$ cat src/hw/rtl/byo_pkg.sv
`default_nettype none

package byo_pkg;

	localparam int MARGIN_CS_DEF = 200;
	localparam int ONE_MONTH_CS  = 31 * 24 * 60 * 60 * 100;

	localparam int MAIN_W   = 24;
	localparam int LEN_W    = 19;
	localparam int CNT_W    = 8;
	localparam int BOARD_W  = 5;
	localparam int CFG_IDX_W = 3;
	localparam int CFG_DATA_W = 24;

	localparam logic [CFG_IDX_W-1:0] CFG_MAIN_TIME  = 3'd0;
	localparam logic [CFG_IDX_W-1:0] CFG_OT_LENGTH  = 3'd1;
	localparam logic [CFG_IDX_W-1:0] CFG_OT_STONES  = 3'd2;
	localparam logic [CFG_IDX_W-1:0] CFG_OT_PERIODS = 3'd3;
	localparam logic [CFG_IDX_W-1:0] CFG_BOARD_SIZE = 3'd4;

	localparam logic [MAIN_W-1:0]  MAIN_TIME_RST  = '0;
	localparam logic [LEN_W-1:0]   OT_LENGTH_RST  = '0;
	localparam logic [CNT_W-1:0]   OT_STONES_RST  = '0;
	localparam logic [CNT_W-1:0]   OT_PERIODS_RST = '0;
	localparam logic [BOARD_W-1:0] BOARD_SIZE_RST = 5'd19;

	localparam logic [1:0] REQ_MOVE   = 2'd0;
	localparam logic [1:0] REQ_SET    = 2'd1;
	localparam logic [1:0] REQ_RELOAD = 2'd2;

	// expected moves: size squared over six, never below one
	localparam logic [7:0] MOVES_TAB [32] = '{
		8'd1,   8'd1,   8'd1,   8'd1,   8'd2,   8'd4,   8'd6,   8'd8,
		8'd10,  8'd13,  8'd16,  8'd20,  8'd24,  8'd28,  8'd32,  8'd37,
		8'd42,  8'd48,  8'd54,  8'd60,  8'd66,  8'd73,  8'd80,  8'd88,
		8'd96,  8'd104, 8'd112, 8'd121, 8'd130, 8'd140, 8'd150, 8'd160
	};

endpackage

`default_nettype wire

$ cat src/hw/rtl/byoyomi_clock_and_move_budget_top.sv
// Two-player byo-yomi game clock with a move budget, in centiseconds.
// Request channel (req_valid / req_stall): req_type, player, elapsed_time,
// set_time, set_count. One request is taken at a time; req_stall stays high
// from acceptance until the result has been loaded into the output register.
// Response channel (rsp_valid / rsp_stall): one result per request, held in
// an output register while rsp_stall is high; a new request may be taken
// while it waits.
// In main time a Canadian block must first be split per stone; the one-month
// budget needs no division. A result may wait for an earlier one to leave;
// the next request is taken the cycle after it has been loaded. The budget
// comes from a shared restoring divider, one quotient bit a cycle over a
// 34-bit dividend, used twice for a Canadian block in main time, not at all
// for the one-month budget, else once. Configuration (cfg_we / cfg_idx /
// cfg_data) must be written while idle; the block does not enforce this.
// Main time only reaches the clocks on a reload request or at reset.
// Reset: configuration registers return to their reset values, both clocks
// load from them, no response is pending.
`default_nettype none

module byoyomi_clock_and_move_budget_top #(
	parameter int MARGIN_CS = byo_pkg::MARGIN_CS_DEF
) (
	input  wire                                    clk,
	input  wire                                    arst_n,

	input  wire                                    cfg_we,
	input  wire [byo_pkg::CFG_IDX_W-1:0]           cfg_idx,
	input  wire [byo_pkg::CFG_DATA_W-1:0]          cfg_data,

	input  wire                                    req_valid,
	output logic                                   req_stall,
	input  wire [1:0]                              req_type,
	input  wire                                    player,
	input  wire [23:0]                             elapsed_time,
	input  wire [23:0]                             set_time,
	input  wire [7:0]                              set_count,

	output logic                                   rsp_valid,
	input  wire                                    rsp_stall,
	output logic signed [31:0]                     time_left,
	output logic signed [8:0]                      stones_remaining,
	output logic signed [8:0]                      periods_remaining,
	output logic                                   in_overtime,
	output logic signed [31:0]                     move_budget
);

	localparam logic [2:0] ST_IDLE = 3'd0;
	localparam logic [2:0] ST_UPD  = 3'd1;
	localparam logic [2:0] ST_PREP = 3'd2;
	localparam logic [2:0] ST_NUM  = 3'd3;
	localparam logic [2:0] ST_DIV  = 3'd4;
	localparam logic [2:0] ST_FIN  = 3'd5;

	localparam int DIV_W = 34;
	localparam logic [5:0] DIV_LAST = 6'(DIV_W - 1);
	localparam logic signed [35:0] MARGIN_W = 36'(MARGIN_CS);
	localparam logic signed [31:0] MONTH_W = 32'(byo_pkg::ONE_MONTH_CS);

	logic [2:0] state_q;

	logic [byo_pkg::MAIN_W-1:0]  main_time_q;
	logic [byo_pkg::LEN_W-1:0]   ot_len_q;
	logic [byo_pkg::CNT_W-1:0]   ot_stones_q;
	logic [byo_pkg::CNT_W-1:0]   ot_periods_q;
	logic [byo_pkg::BOARD_W-1:0] board_size_q;

	logic signed [31:0] rt_q [2];
	logic signed [8:0]  sl_q [2];
	logic signed [8:0]  pl_q [2];
	logic               of_q [2];

	logic [1:0]  req_type_q;
	logic        player_q;
	logic [23:0] elapsed_q;
	logic [23:0] set_time_q;
	logic [7:0]  set_count_q;

	logic signed [29:0] prod_q;
	logic [18:0]        extra_q;
	logic signed [35:0] add_q;
	logic               neg_q;
	logic               month_q;
	logic               phase1_q;
	logic [DIV_W-1:0]   dn_q;
	logic [7:0]         dr_q;
	logic [7:0]         dd_q;
	logic [5:0]         cnt_q;

	logic signed [31:0] cur_rt;
	logic signed [8:0]  cur_sl;
	logic signed [8:0]  cur_pl;
	logic               cur_of;

	logic signed [31:0] nx_rt;
	logic signed [8:0]  nx_sl;
	logic signed [8:0]  nx_pl;
	logic               nx_of;
	logic signed [32:0] sub;
	logic signed [31:0] sub_sat;
	logic signed [8:0]  sl_dec;
	logic signed [8:0]  pl_dec;

	logic signed [9:0]  pm1;
	logic signed [29:0] prod;
	logic [7:0]         moves;

	logic signed [35:0] num;
	logic signed [35:0] num_abs;
	logic [7:0]         dvs;
	logic signed [35:0] addend;
	logic               month;

	logic [8:0]         rsh;
	logic               ge;
	logic [7:0]         rnext;

	logic signed [35:0] qs;
	logic signed [35:0] a;
	logic signed [31:0] a_clamp;
	logic               out_free;

	assign cur_rt = rt_q[player_q];
	assign cur_sl = sl_q[player_q];
	assign cur_pl = pl_q[player_q];
	assign cur_of = of_q[player_q];
	assign moves  = byo_pkg::MOVES_TAB[board_size_q];

	assign req_stall = (state_q != ST_IDLE);
	assign out_free  = !rsp_valid || !rsp_stall;

	always_comb begin
		sub     = 33'(cur_rt) - $signed({9'd0, elapsed_q});
		sub_sat = (sub[32] != sub[31]) ? 32'sh8000_0000 : sub[31:0];
		sl_dec  = (cur_sl > -9'sd255) ? cur_sl - 9'sd1 : -9'sd255;
		pl_dec  = (cur_pl > -9'sd255) ? cur_pl - 9'sd1 : -9'sd255;
		nx_rt = cur_rt;
		nx_sl = cur_sl;
		nx_pl = cur_pl;
		nx_of = cur_of;
		unique case (req_type_q)
			byo_pkg::REQ_MOVE: begin
				nx_rt = sub_sat;
				if (cur_of) begin
					if (ot_stones_q != '0)
						nx_sl = sl_dec;
					else if (ot_periods_q != '0 && elapsed_q > {5'd0, ot_len_q})
						nx_pl = pl_dec;
				end
				if (!cur_of && sub_sat <= 32'sd0) begin
					nx_rt = 32'({13'd0, ot_len_q});
					nx_sl = 9'({1'b0, ot_stones_q});
					nx_pl = 9'({1'b0, ot_periods_q});
					nx_of = 1'b1;
				end else if (cur_of && ot_stones_q != '0 && sl_dec <= 9'sd0) begin
					nx_rt = 32'({13'd0, ot_len_q});
					nx_sl = 9'({1'b0, ot_stones_q});
				end else if (cur_of && ot_periods_q != '0) begin
					nx_rt = 32'({13'd0, ot_len_q});
				end
			end
			byo_pkg::REQ_SET: begin
				nx_rt = 32'({8'd0, set_time_q});
				if (set_count_q != '0)
					nx_of = 1'b1;
				if (ot_stones_q != '0)
					nx_sl = 9'({1'b0, set_count_q});
				else
					nx_pl = 9'({1'b0, set_count_q});
			end
			default: begin
			end
		endcase
	end

	always_comb begin
		pm1  = 10'(cur_pl) - 10'sd1;
		prod = $signed({1'b0, ot_len_q}) * pm1;
	end

	always_comb begin
		logic signed [35:0] rem36;
		logic signed [35:0] len36;
		rem36  = 36'(cur_rt);
		len36  = 36'($signed({1'b0, ot_len_q}));
		month  = 1'b0;
		num    = rem36 - MARGIN_W;
		dvs    = moves;
		addend = '0;
		if (ot_len_q == '0) begin
			num = rem36 - MARGIN_W;
		end else if (ot_stones_q == '0 && ot_periods_q == '0) begin
			month = 1'b1;
		end else if (cur_of) begin
			if (ot_stones_q != '0) begin
				dvs = ot_stones_q;
			end else begin
				num    = 36'(prod_q) - MARGIN_W;
				addend = len36 - MARGIN_W;
			end
		end else begin
			if (ot_stones_q != '0) begin
				num    = rem36 + $signed({17'd0, extra_q}) - MARGIN_W;
				addend = $signed({17'd0, extra_q}) - MARGIN_W;
			end else begin
				num    = rem36 + 36'(prod_q) - MARGIN_W;
				addend = len36 - MARGIN_W;
			end
		end
		num_abs = num[35] ? -num : num;
	end

	// restoring divider step, one quotient bit per cycle
	always_comb begin
		rsh   = {dr_q, dn_q[DIV_W-1]};
		ge    = rsh >= {1'b0, dd_q};
		rnext = ge ? 8'(rsh - {1'b0, dd_q}) : rsh[7:0];
	end

	always_comb begin
		qs = 36'($signed({2'b0, dn_q}));
		if (neg_q)
			qs = -qs;
		a = qs + add_q;
		if (a < 36'sd0)
			a = '0;
		if (a > 36'(cur_rt))
			a = 36'(cur_rt);
		a_clamp = month_q ? MONTH_W : a[31:0];
	end

	always_ff @(posedge clk or negedge arst_n) begin
		if (!arst_n) begin
			main_time_q  <= byo_pkg::MAIN_TIME_RST;
			ot_len_q     <= byo_pkg::OT_LENGTH_RST;
			ot_stones_q  <= byo_pkg::OT_STONES_RST;
			ot_periods_q <= byo_pkg::OT_PERIODS_RST;
			board_size_q <= byo_pkg::BOARD_SIZE_RST;
		end else if (cfg_we) begin
			unique case (cfg_idx)
				byo_pkg::CFG_MAIN_TIME:  main_time_q  <= cfg_data[byo_pkg::MAIN_W-1:0];
				byo_pkg::CFG_OT_LENGTH:  ot_len_q     <= cfg_data[byo_pkg::LEN_W-1:0];
				byo_pkg::CFG_OT_STONES:  ot_stones_q  <= cfg_data[byo_pkg::CNT_W-1:0];
				byo_pkg::CFG_OT_PERIODS: ot_periods_q <= cfg_data[byo_pkg::CNT_W-1:0];
				byo_pkg::CFG_BOARD_SIZE: board_size_q <= cfg_data[byo_pkg::BOARD_W-1:0];
				default: begin
				end
			endcase
		end
	end

	always_ff @(posedge clk or negedge arst_n) begin
		if (!arst_n) begin
			for (int i = 0; i < 2; i++) begin
				rt_q[i] <= 32'({8'd0, byo_pkg::MAIN_TIME_RST});
				sl_q[i] <= 9'({1'b0, byo_pkg::OT_STONES_RST});
				pl_q[i] <= 9'({1'b0, byo_pkg::OT_PERIODS_RST});
				of_q[i] <= (byo_pkg::MAIN_TIME_RST == '0);
			end
		end else if (state_q == ST_UPD) begin
			if (req_type_q == byo_pkg::REQ_RELOAD) begin
				for (int i = 0; i < 2; i++) begin
					rt_q[i] <= 32'({8'd0, main_time_q});
					sl_q[i] <= 9'({1'b0, ot_stones_q});
					pl_q[i] <= 9'({1'b0, ot_periods_q});
					of_q[i] <= (main_time_q == '0);
				end
			end else begin
				rt_q[player_q] <= nx_rt;
				sl_q[player_q] <= nx_sl;
				pl_q[player_q] <= nx_pl;
				of_q[player_q] <= nx_of;
			end
		end
	end

	always_ff @(posedge clk or negedge arst_n) begin
		if (!arst_n) begin
			state_q   <= ST_IDLE;
			rsp_valid <= 1'b0;
		end else begin
			if (state_q == ST_FIN && out_free)
				rsp_valid <= 1'b1;
			else if (!rsp_stall)
				rsp_valid <= 1'b0;
			unique case (state_q)
				ST_IDLE: begin
					if (req_valid)
						state_q <= ST_UPD;
				end
				ST_UPD: state_q <= ST_PREP;
				ST_PREP: begin
					if (ot_len_q != '0 && ot_stones_q != '0 && !cur_of)
						state_q <= ST_DIV;
					else
						state_q <= ST_NUM;
				end
				ST_NUM: state_q <= month ? ST_FIN : ST_DIV;
				ST_DIV: begin
					if (cnt_q == '0)
						state_q <= phase1_q ? ST_NUM : ST_FIN;
				end
				ST_FIN: begin
					if (out_free)
						state_q <= ST_IDLE;
				end
				default: state_q <= ST_IDLE;
			endcase
		end
	end

	always_ff @(posedge clk) begin
		unique case (state_q)
			ST_IDLE: begin
				req_type_q  <= req_type;
				player_q    <= player;
				elapsed_q   <= elapsed_time;
				set_time_q  <= set_time;
				set_count_q <= set_count;
			end
			ST_PREP: begin
				prod_q   <= prod;
				extra_q  <= '0;
				neg_q    <= 1'b0;
				phase1_q <= 1'b1;
				dn_q     <= DIV_W'(ot_len_q);
				dr_q     <= '0;
				dd_q     <= ot_stones_q;
				cnt_q    <= DIV_LAST;
			end
			ST_NUM: begin
				month_q  <= month;
				phase1_q <= 1'b0;
				neg_q    <= num[35];
				add_q    <= addend;
				dn_q     <= num_abs[DIV_W-1:0];
				dr_q     <= '0;
				dd_q     <= dvs;
				cnt_q    <= DIV_LAST;
			end
			ST_DIV: begin
				dn_q  <= {dn_q[DIV_W-2:0], ge};
				dr_q  <= rnext;
				cnt_q <= cnt_q - 6'd1;
				if (cnt_q == '0 && phase1_q)
					extra_q <= {dn_q[17:0], ge};
			end
			ST_FIN: begin
				if (out_free) begin
					time_left         <= cur_rt;
					stones_remaining  <= cur_sl;
					periods_remaining <= cur_pl;
					in_overtime       <= cur_of;
					move_budget       <= a_clamp;
				end
			end
			default: begin
			end
		endcase
	end

endmodule

`default_nettype wire
$ cat config.mk
export PLATFORM = sky130hd
export DESIGN_NAME = byoyomi_clock_and_move_budget_top
export DESIGN_NICKNAME = d
export VERILOG_FILES = /design/src/hw/rtl/byo_pkg.sv /design/src/hw/rtl/byoyomi_clock_and_move_budget_top.sv
export SDC_FILE = /design/constraint.sdc
export NUM_CORES = 2
export LEC_CHECK = 0
export ABC_AREA = 1
export BUFFER_PORTS_ARGS = -buffer_cell sky130_fd_sc_hd__buf_2
export CORE_UTILIZATION = 40
export CTS_CLUSTER_DIAMETER = 200
export DETAILED_ROUTE_END_ITERATION = 10
export GPL_TIMING_DRIVEN = 0
export PLACE_DENSITY = 0.67
export SYNTH_ARGS = -nofsm -noshare
export SYNTH_HDL_FRONTEND = slang
export SYNTH_SLANG_ARGS = --single-unit
$ cat constraint.sdc
create_clock -name clk -period 10.72 [get_ports clk]
set_clock_uncertainty 0.15 [all_clocks]
set_input_delay 0.536 -clock clk [delete_from_list [all_inputs] [get_ports clk]]
set_output_delay 0.536 -clock clk [all_outputs]
set_load 0.1 [all_outputs]
# Yosys cells after proc, flatten, opt, wreduce, memory -nomap -nowiden
# Memory sizes are Yosys's and may differ from the RTL's.
# Cells that the tools add are included.
# totals
in_bits	91
n_memories	1
out_inout_bits	85
mem_bits_ro	256
wordCells	212
regBits	456
# memory_table
memory	words	width	rd	rd_ports_with_merged_regs	wr	line	source
(name not given)	32	8	1	0	0	byoyomi_clock_and_move_budget_top.sv:126	assign moves = byo_pkg::MOVES_TAB[board_size_q];
# classes
n_lt_le_gt_ge	11
n_addsub	17
mux	86
mul	1
n_reduce_logical	42
bitwise_logic	2
eq_ne	17
# ops
operator	count
36-bit two-way mux	10
32-bit two-way mux	9
9-bit two-way mux	19
34-bit one-hot mux with 3 select lines	1
33-bit by 9-bit subtractor with 34-bit output (second input constant)	2
64-bit bitwise mux	1
64-bit two-way mux	1
32-bit one-hot mux with 2 select lines	1
8-bit two-way mux	7
19-bit by 8-bit subtractor with 20-bit output (second input constant)	2
19-bit one-hot mux with 2 select lines	1
36-bit adder	1
18-bit bitwise mux	2
36-bit by 32-bit greater-than comparator with 1-bit output	1
36-bit by 1-bit less-than comparator with 1-bit output (second input constant)	1
18-bit two-way mux	2
34-bit negator with 36-bit output	1
9-bit one-hot mux with 2 select lines	2
34-bit two-way mux	1
34-bit negator	1
32-bit by 20-bit adder with 33-bit output	1
32-bit by 30-bit adder with 33-bit output	1
32-bit by 25-bit subtractor with 33-bit output	1
32-bit by 9-bit subtractor with 33-bit output (second input constant)	1
other kinds (52)	106

# Depth between registers and ports, before layout
# depth
word_depth	13
ltp_mapped	42
ltp_nobuf	40

# Worst setup path before layout
# No wires, ideal clock.
# synth_path
path_kind	flip-flop to flip-flop
start	reg player_q
end	reg prod_q[26], data pin
setup_time_ns	0.260
n_path_buf	6
path_slack_ns	3.157
period_less_slack_ns	7.563
t_required_ns	10.310
arrival_ns	7.153
stages_incl_launch_ff	37
path_cell_list	edfxtp_1 > buf_6 > buf_6 > buf_6 > buf_2 > buf_6 > nand2_1 > nand2_1 > inv_2 > ha_1 > inv_1 > nor4_1 > xor2_1 > inv_1 > clkbuf_1 > nor2_1 > fa_1 > inv_1 > fa_1 > inv_1 > fa_1 > fa_1 > inv_1 > fa_1 > inv_1 > ha_1 > nand2_1 > o21ai_0 > a21boi_1 > o21bai_1 > a21boi_1 > o21ai_0 > a21boi_1 > o21ai_0 > nand2_1 > nand2_1 > xor2_1
# synth_via
elab_chain_cells	6
# synth_rtl
element	line	source
start, declared	byoyomi_clock_and_move_budget_top.sv:73	logic player_q;
start signal, assigned	byoyomi_clock_and_move_budget_top.sv:315	player_q <= player;
1-bit NOT with 2-bit output (implied by the code)	byoyomi_clock_and_move_budget_top.sv:124	assign cur_pl = pl_q[player_q];
9-bit two-way mux (implied by the code) (3 in a row)	byoyomi_clock_and_move_budget_top.sv:124	
9-bit by 2-bit subtractor with 10-bit output	byoyomi_clock_and_move_budget_top.sv:176	pm1 = 10'(cur_pl) - 10'sd1;
20-bit by 10-bit multiplier with 30-bit output	byoyomi_clock_and_move_budget_top.sv:177	prod = $signed({1'b0, ot_len_q}) * pm1;
via prod[26]	byoyomi_clock_and_move_budget_top.sv:104	logic signed [29:0] prod;
end signal, assigned	byoyomi_clock_and_move_budget_top.sv:321	prod_q <= prod;
end, declared	byoyomi_clock_and_move_budget_top.sv:78	logic signed [29:0] prod_q;
# The timed path passes the listed nets, and every way through them passes these cells. The select of a mux whose other input is x is not followed.
# A chain may end at the register's enable or synchronous reset.

# Final worst setup path
# layout_path
start	reg player_q
end	reg prod_q[27], data pin
# The elaborated chain is that of the path after synthesis.

==> Implementation_results.wiki <==
{| class="wikitable"
! Metric !! Value
|-
| Remaining global-route overflow || 0
|-
| Clock tree from TritonCTS || yes
|-
| Average via count per standard cell || 5.639
|-
| Post-synthesis sequential area ratio || 28.43%
|-
| Number of remaining DRC errors || 0
|-
| Commonest cells in the synthesized netlist || sky130_fd_sc_hd__nand2_1, sky130_fd_sc_hd__inv_1, sky130_fd_sc_hd__nor2_1
|-
| Status || complete, no violations
|-
| Post-synth top area share || 18.64%
|-
| Endpoint class of the critical path || flop
|-
| Highest net fanout along the worst path || 10
|-
| Reg-to-reg critical path endpoint || prod_q[27]
|-
| First-pass GRT wire length || roughly 270000 um
|-
| Nets@finish || 7195
|-
| Register-to-register setup slack || about 0.9 ns
|-
| Cell seen most often among critical-path stages || sky130_fd_sc_hd__fa_1
|-
| Number of CTS-inserted buffers || 51
|-
| Fraction of layout instances using a drive strength above 1 || 7.302%
|-
| Overall die width || 331.8 um
|-
| Depth of the worst hold-timing path || 3
|-
| Final hold slack || 0.01064 ns
|-
| Final weighted congestion in routability-driven placement || 1.113
|-
| Number of buffers inserted by port buffering || 175
|-
| Antenna violations before repair || 13
|-
| Total length of routed wires || 188100 um
|-
| Number of setup violations in the final report || 0
|-
| Source-to-sink clock delay at the later pin of the worst-skew pair || ~0.69 ns
|-
| Max Clk Rate || 101.7 MHz
|-
| Remaining antenna violation count || 0
|-
| Synthesized instance count || between 6000 and 7000
|-
| Path type of the worst setup path || reg -> reg
|-
| Worst slack after detailed placement || about 1.2 ns
|-
| Worst Path Arrival || 10.11 ns
|-
| Sink of the worst hold path || main_time_q[10]
|-
| Pin count of the biggest net entering global routing || 112
|-
| Library cell with the largest summed area after synthesis || sky130_fd_sc_hd__edfxtp_1
|-
| Library cell with the highest instance count after synthesis || sky130_fd_sc_hd__nand2_1
|-
| All-layer global routing usage || 33.21%
|-
| Sinks on Clock Net || 440
|-
| Starting Density || 40.47%
|-
| Max Cap Viol || 0
|-
| Synth Area per Inst || 6.909 sq um
|-
| Clock transition at path regs || 0.06 ns
|-
| Startpoint of the lowest-slack hold path || cfg_data[10]
|-
| Core Footprint || approximately 0.11 sq mm
|-
| Die Area || roughly 0.11 sq mm
|-
| Number of filler instances in the final layout || 11062
|-
| Delay of the slowest cell on the worst path || 0.77 ns
|-
| Number of synthesized flops with an enable pin || between 200 and 300
|-
| Fraction of synthesis flops using an asynchronous set or reset pin || 38.64%
|-
| Main flop type after synthesis || sky130_fd_sc_hd__edfxtp_1
|-
| Cell Rows || between 100 and 150
|-
| Max Root-Sink Buffers || 3
|-
| Dominant cells by area after synthesis || sky130_fd_sc_hd__edfxtp_1, sky130_fd_sc_hd__nand2_1, sky130_fd_sc_hd__ha_1
|-
| Placed wire-length estimate || 151500 um
|-
| Ratio of final minimum period to clock period || 91.72%
|-
| 1st-iter DRT viols || 5705
|-
| Hold Fails Final Rpt || 0
|-
| Number of distinct library cell variants in the gate-level netlist after synthesis || 74
|-
| Buffer cell driving the clock tree root || sky130_fd_sc_hd__clkbuf_16
|-
| Worst reg2reg startpoint || player_q
|-
| Layout Area Growth over Synthesis || 12.74%
|-
| Vias in the first global route || between 40000 and 50000
|-
| Drt pass-1 iters || 9
|-
| Reg2reg path depth || 34
|-
| Count of warnings emitted by yosys || 0
|-
| Net count after synthesis || roughly 6900
|-
| Relative slew margins || 12.80%
|-
| Setup crit start kind || flop
|-
| Min cycle time layout || 9.832 ns
|-
| Slew @ Worst Pin || 1.303 ns
|-
| Setup_tns || 0 ns
|-
| Top-level port count || between 150 and 200
|-
| Die boundary height || 331.8 um
|-
| Avg WL per Cell || 23.33 um
|-
| Final-report max-slew violation count || 0
|-
| CTS H-tree lvls || 2
|-
| Summed instance area of the synthesized netlist || around 0.044 sq mm
|-
| Endpoint required time on the critical path || 11.00 ns
|-
| Total of flip-flops plus latches after synthesis || 440
|-
| Min setup slack post-route || 0.8878 ns
|-
| Postcts setup bufs || 0
|-
| Total via count after detailed routing || 45476
|-
| Unrepaired setup endpoints after global routing || no
|-
| Crit path max-delay cell type || sky130_fd_sc_hd__xor2_1
|-
| Hold Path Class || in -> reg
|}
metrics by stage:
step	instance area [sq um]	instances	util, %
finish	49050	8064	45.63
global route	49040	8059	45.61
CTS	49030	8059	45.60
detailed placement	46460	7888	43.22
global placement	46140	7875	42.92
floorplan	43510	6297	-
kinds of logic (layout without fill, tap and decap cells):
group / Yosys count / after routing / synth area share [%]
AO/OA/AOI/OAI: 839 / 839 / 10.64
XOR/XNOR: 124 / 124 / 2.496
adder cells (fa/ha/maj): 491 / 491 / 16.54
buffers and inverters: 1219 / 1578 / 10.99
flip-flops: 440 / 440 / 28.43
other: 0 / 5 / 0
AND/OR/NAND/NOR: 3184 / 3184 / 30.91
sequential cells by signal, summed over array words and instances (netlist names), 9 cells and up:
register	flops
time_left	32
periods_remaining	9
prod_q	30
main_time_q	24
ot_len_q	19
dn_q	34
sl_q	18
add_q	20
move_budget	32
stones_remaining	9
rt_q	64
elapsed_q	24
set_time_q	24
extra_q	19
pl_q	18
cell usage in the layout (no fill, tap or decap), drive strengths merged, types with 6 or more instances in the layout:
| cell | Yosys | routed |
|---|---|---|
| a31oi | 16 | 16 |
| inv | 1019 | 1023 |
| clkinv | 19 | 37 |
| nor3 | 58 | 58 |
| o21ai | 314 | 314 |
| a22o | 6 | 6 |
| or2 | 14 | 14 |
| xor2 | 92 | 92 |
| a21oi | 370 | 370 |
| o21bai | 12 | 12 |
| dlygate4sd3 | 0 | 75 |
| a211oi | 7 | 7 |
| edfxtp | 270 | 270 |
| dfrtp | 165 | 165 |
| o21a | 9 | 9 |
| nand3b | 20 | 20 |
| bufinv | 0 | 7 |
| nand2 | 1596 | 1596 |
| ha | 351 | 351 |
| nand3 | 514 | 514 |
| xnor2 | 32 | 32 |
| o31ai | 6 | 6 |
| o221ai | 17 | 17 |
| o211ai | 10 | 10 |
| nor2 | 816 | 816 |
| buf | 79 | 267 |
| fa | 140 | 140 |
| nand4 | 125 | 125 |
| a21boi | 7 | 7 |
| nor4 | 26 | 26 |
| o22ai | 46 | 46 |
| clkbuf | 102 | 164 |
| a22oi | 7 | 7 |
worst max-delay path, delay by kind of cell, from the launching register on:
kind / cells / cell delay [ns]
AOI/OAI and AO/OA: 7 / 1.61
xor gates and xnor gates: 2 / 1.16
adders and majority gates: 7 / 3.17
buffers and inverters: 11 / 2.19
DFF: 1 / 0.38
and+or+nand+nor: 7 / 0.90
routing by layer:
metal  routed length [um]  vias to the layer above  GRT usage, %
li1                     -                    21050             -
met1                73210                    21311         42.39
met2                81460                     2562         51.42
met3                21320                      541         7.993
met4                12070                       12         18.58
met5                   77                        -             0
repair_timing:
| action | 4_1_cts | 5_1_grt |
|---|---|---|
| hold buffers | 75 | 0 |
| gates resized for setup | 0 | 0 |
| endpoints found under the hold margin | 136 | 0 |
layout make-up:
cell class | instances | area, sq um | share of cell area (%)
diodes | 5 | 12.51 | 0.02551
plain buffers | 181 | 872.1 | 1.778
clock buffers | 62 | 1368 | 2.788
clock inverters | 34 | 444.2 | 0.9056
inverters | 1038 | 3908 | 7.966
multi-input cells | 4638 | 26430 | 53.88
flip-flops and latches | 440 | 12370 | 25.22
well taps | 1403 | 1755 | 3.579
repair buffers | 263 | 1896 | 3.865
worst max-delay path by stage:
stage / startpoint / end / slack [ns] / cells past startpoint
3_3_place_gp: player_q / prod_q[27] / 1.27 / 34
6_report: player_q / prod_q[27] / 0.89 / 34
3_5_place_dp: player_q / prod_q[27] / 1.15 / 34
4_1_cts: player_q / prod_q[27] / 1.15 / 34
2_1_floorplan: player_q / prod_q[26] / 3.16 / 36
5_1_grt: player_q / prod_q[27] / 0.55 / 34
Power is not shown: default switching activity piles up to over one toggle a cycle in this logic, so the estimate is an artifact.
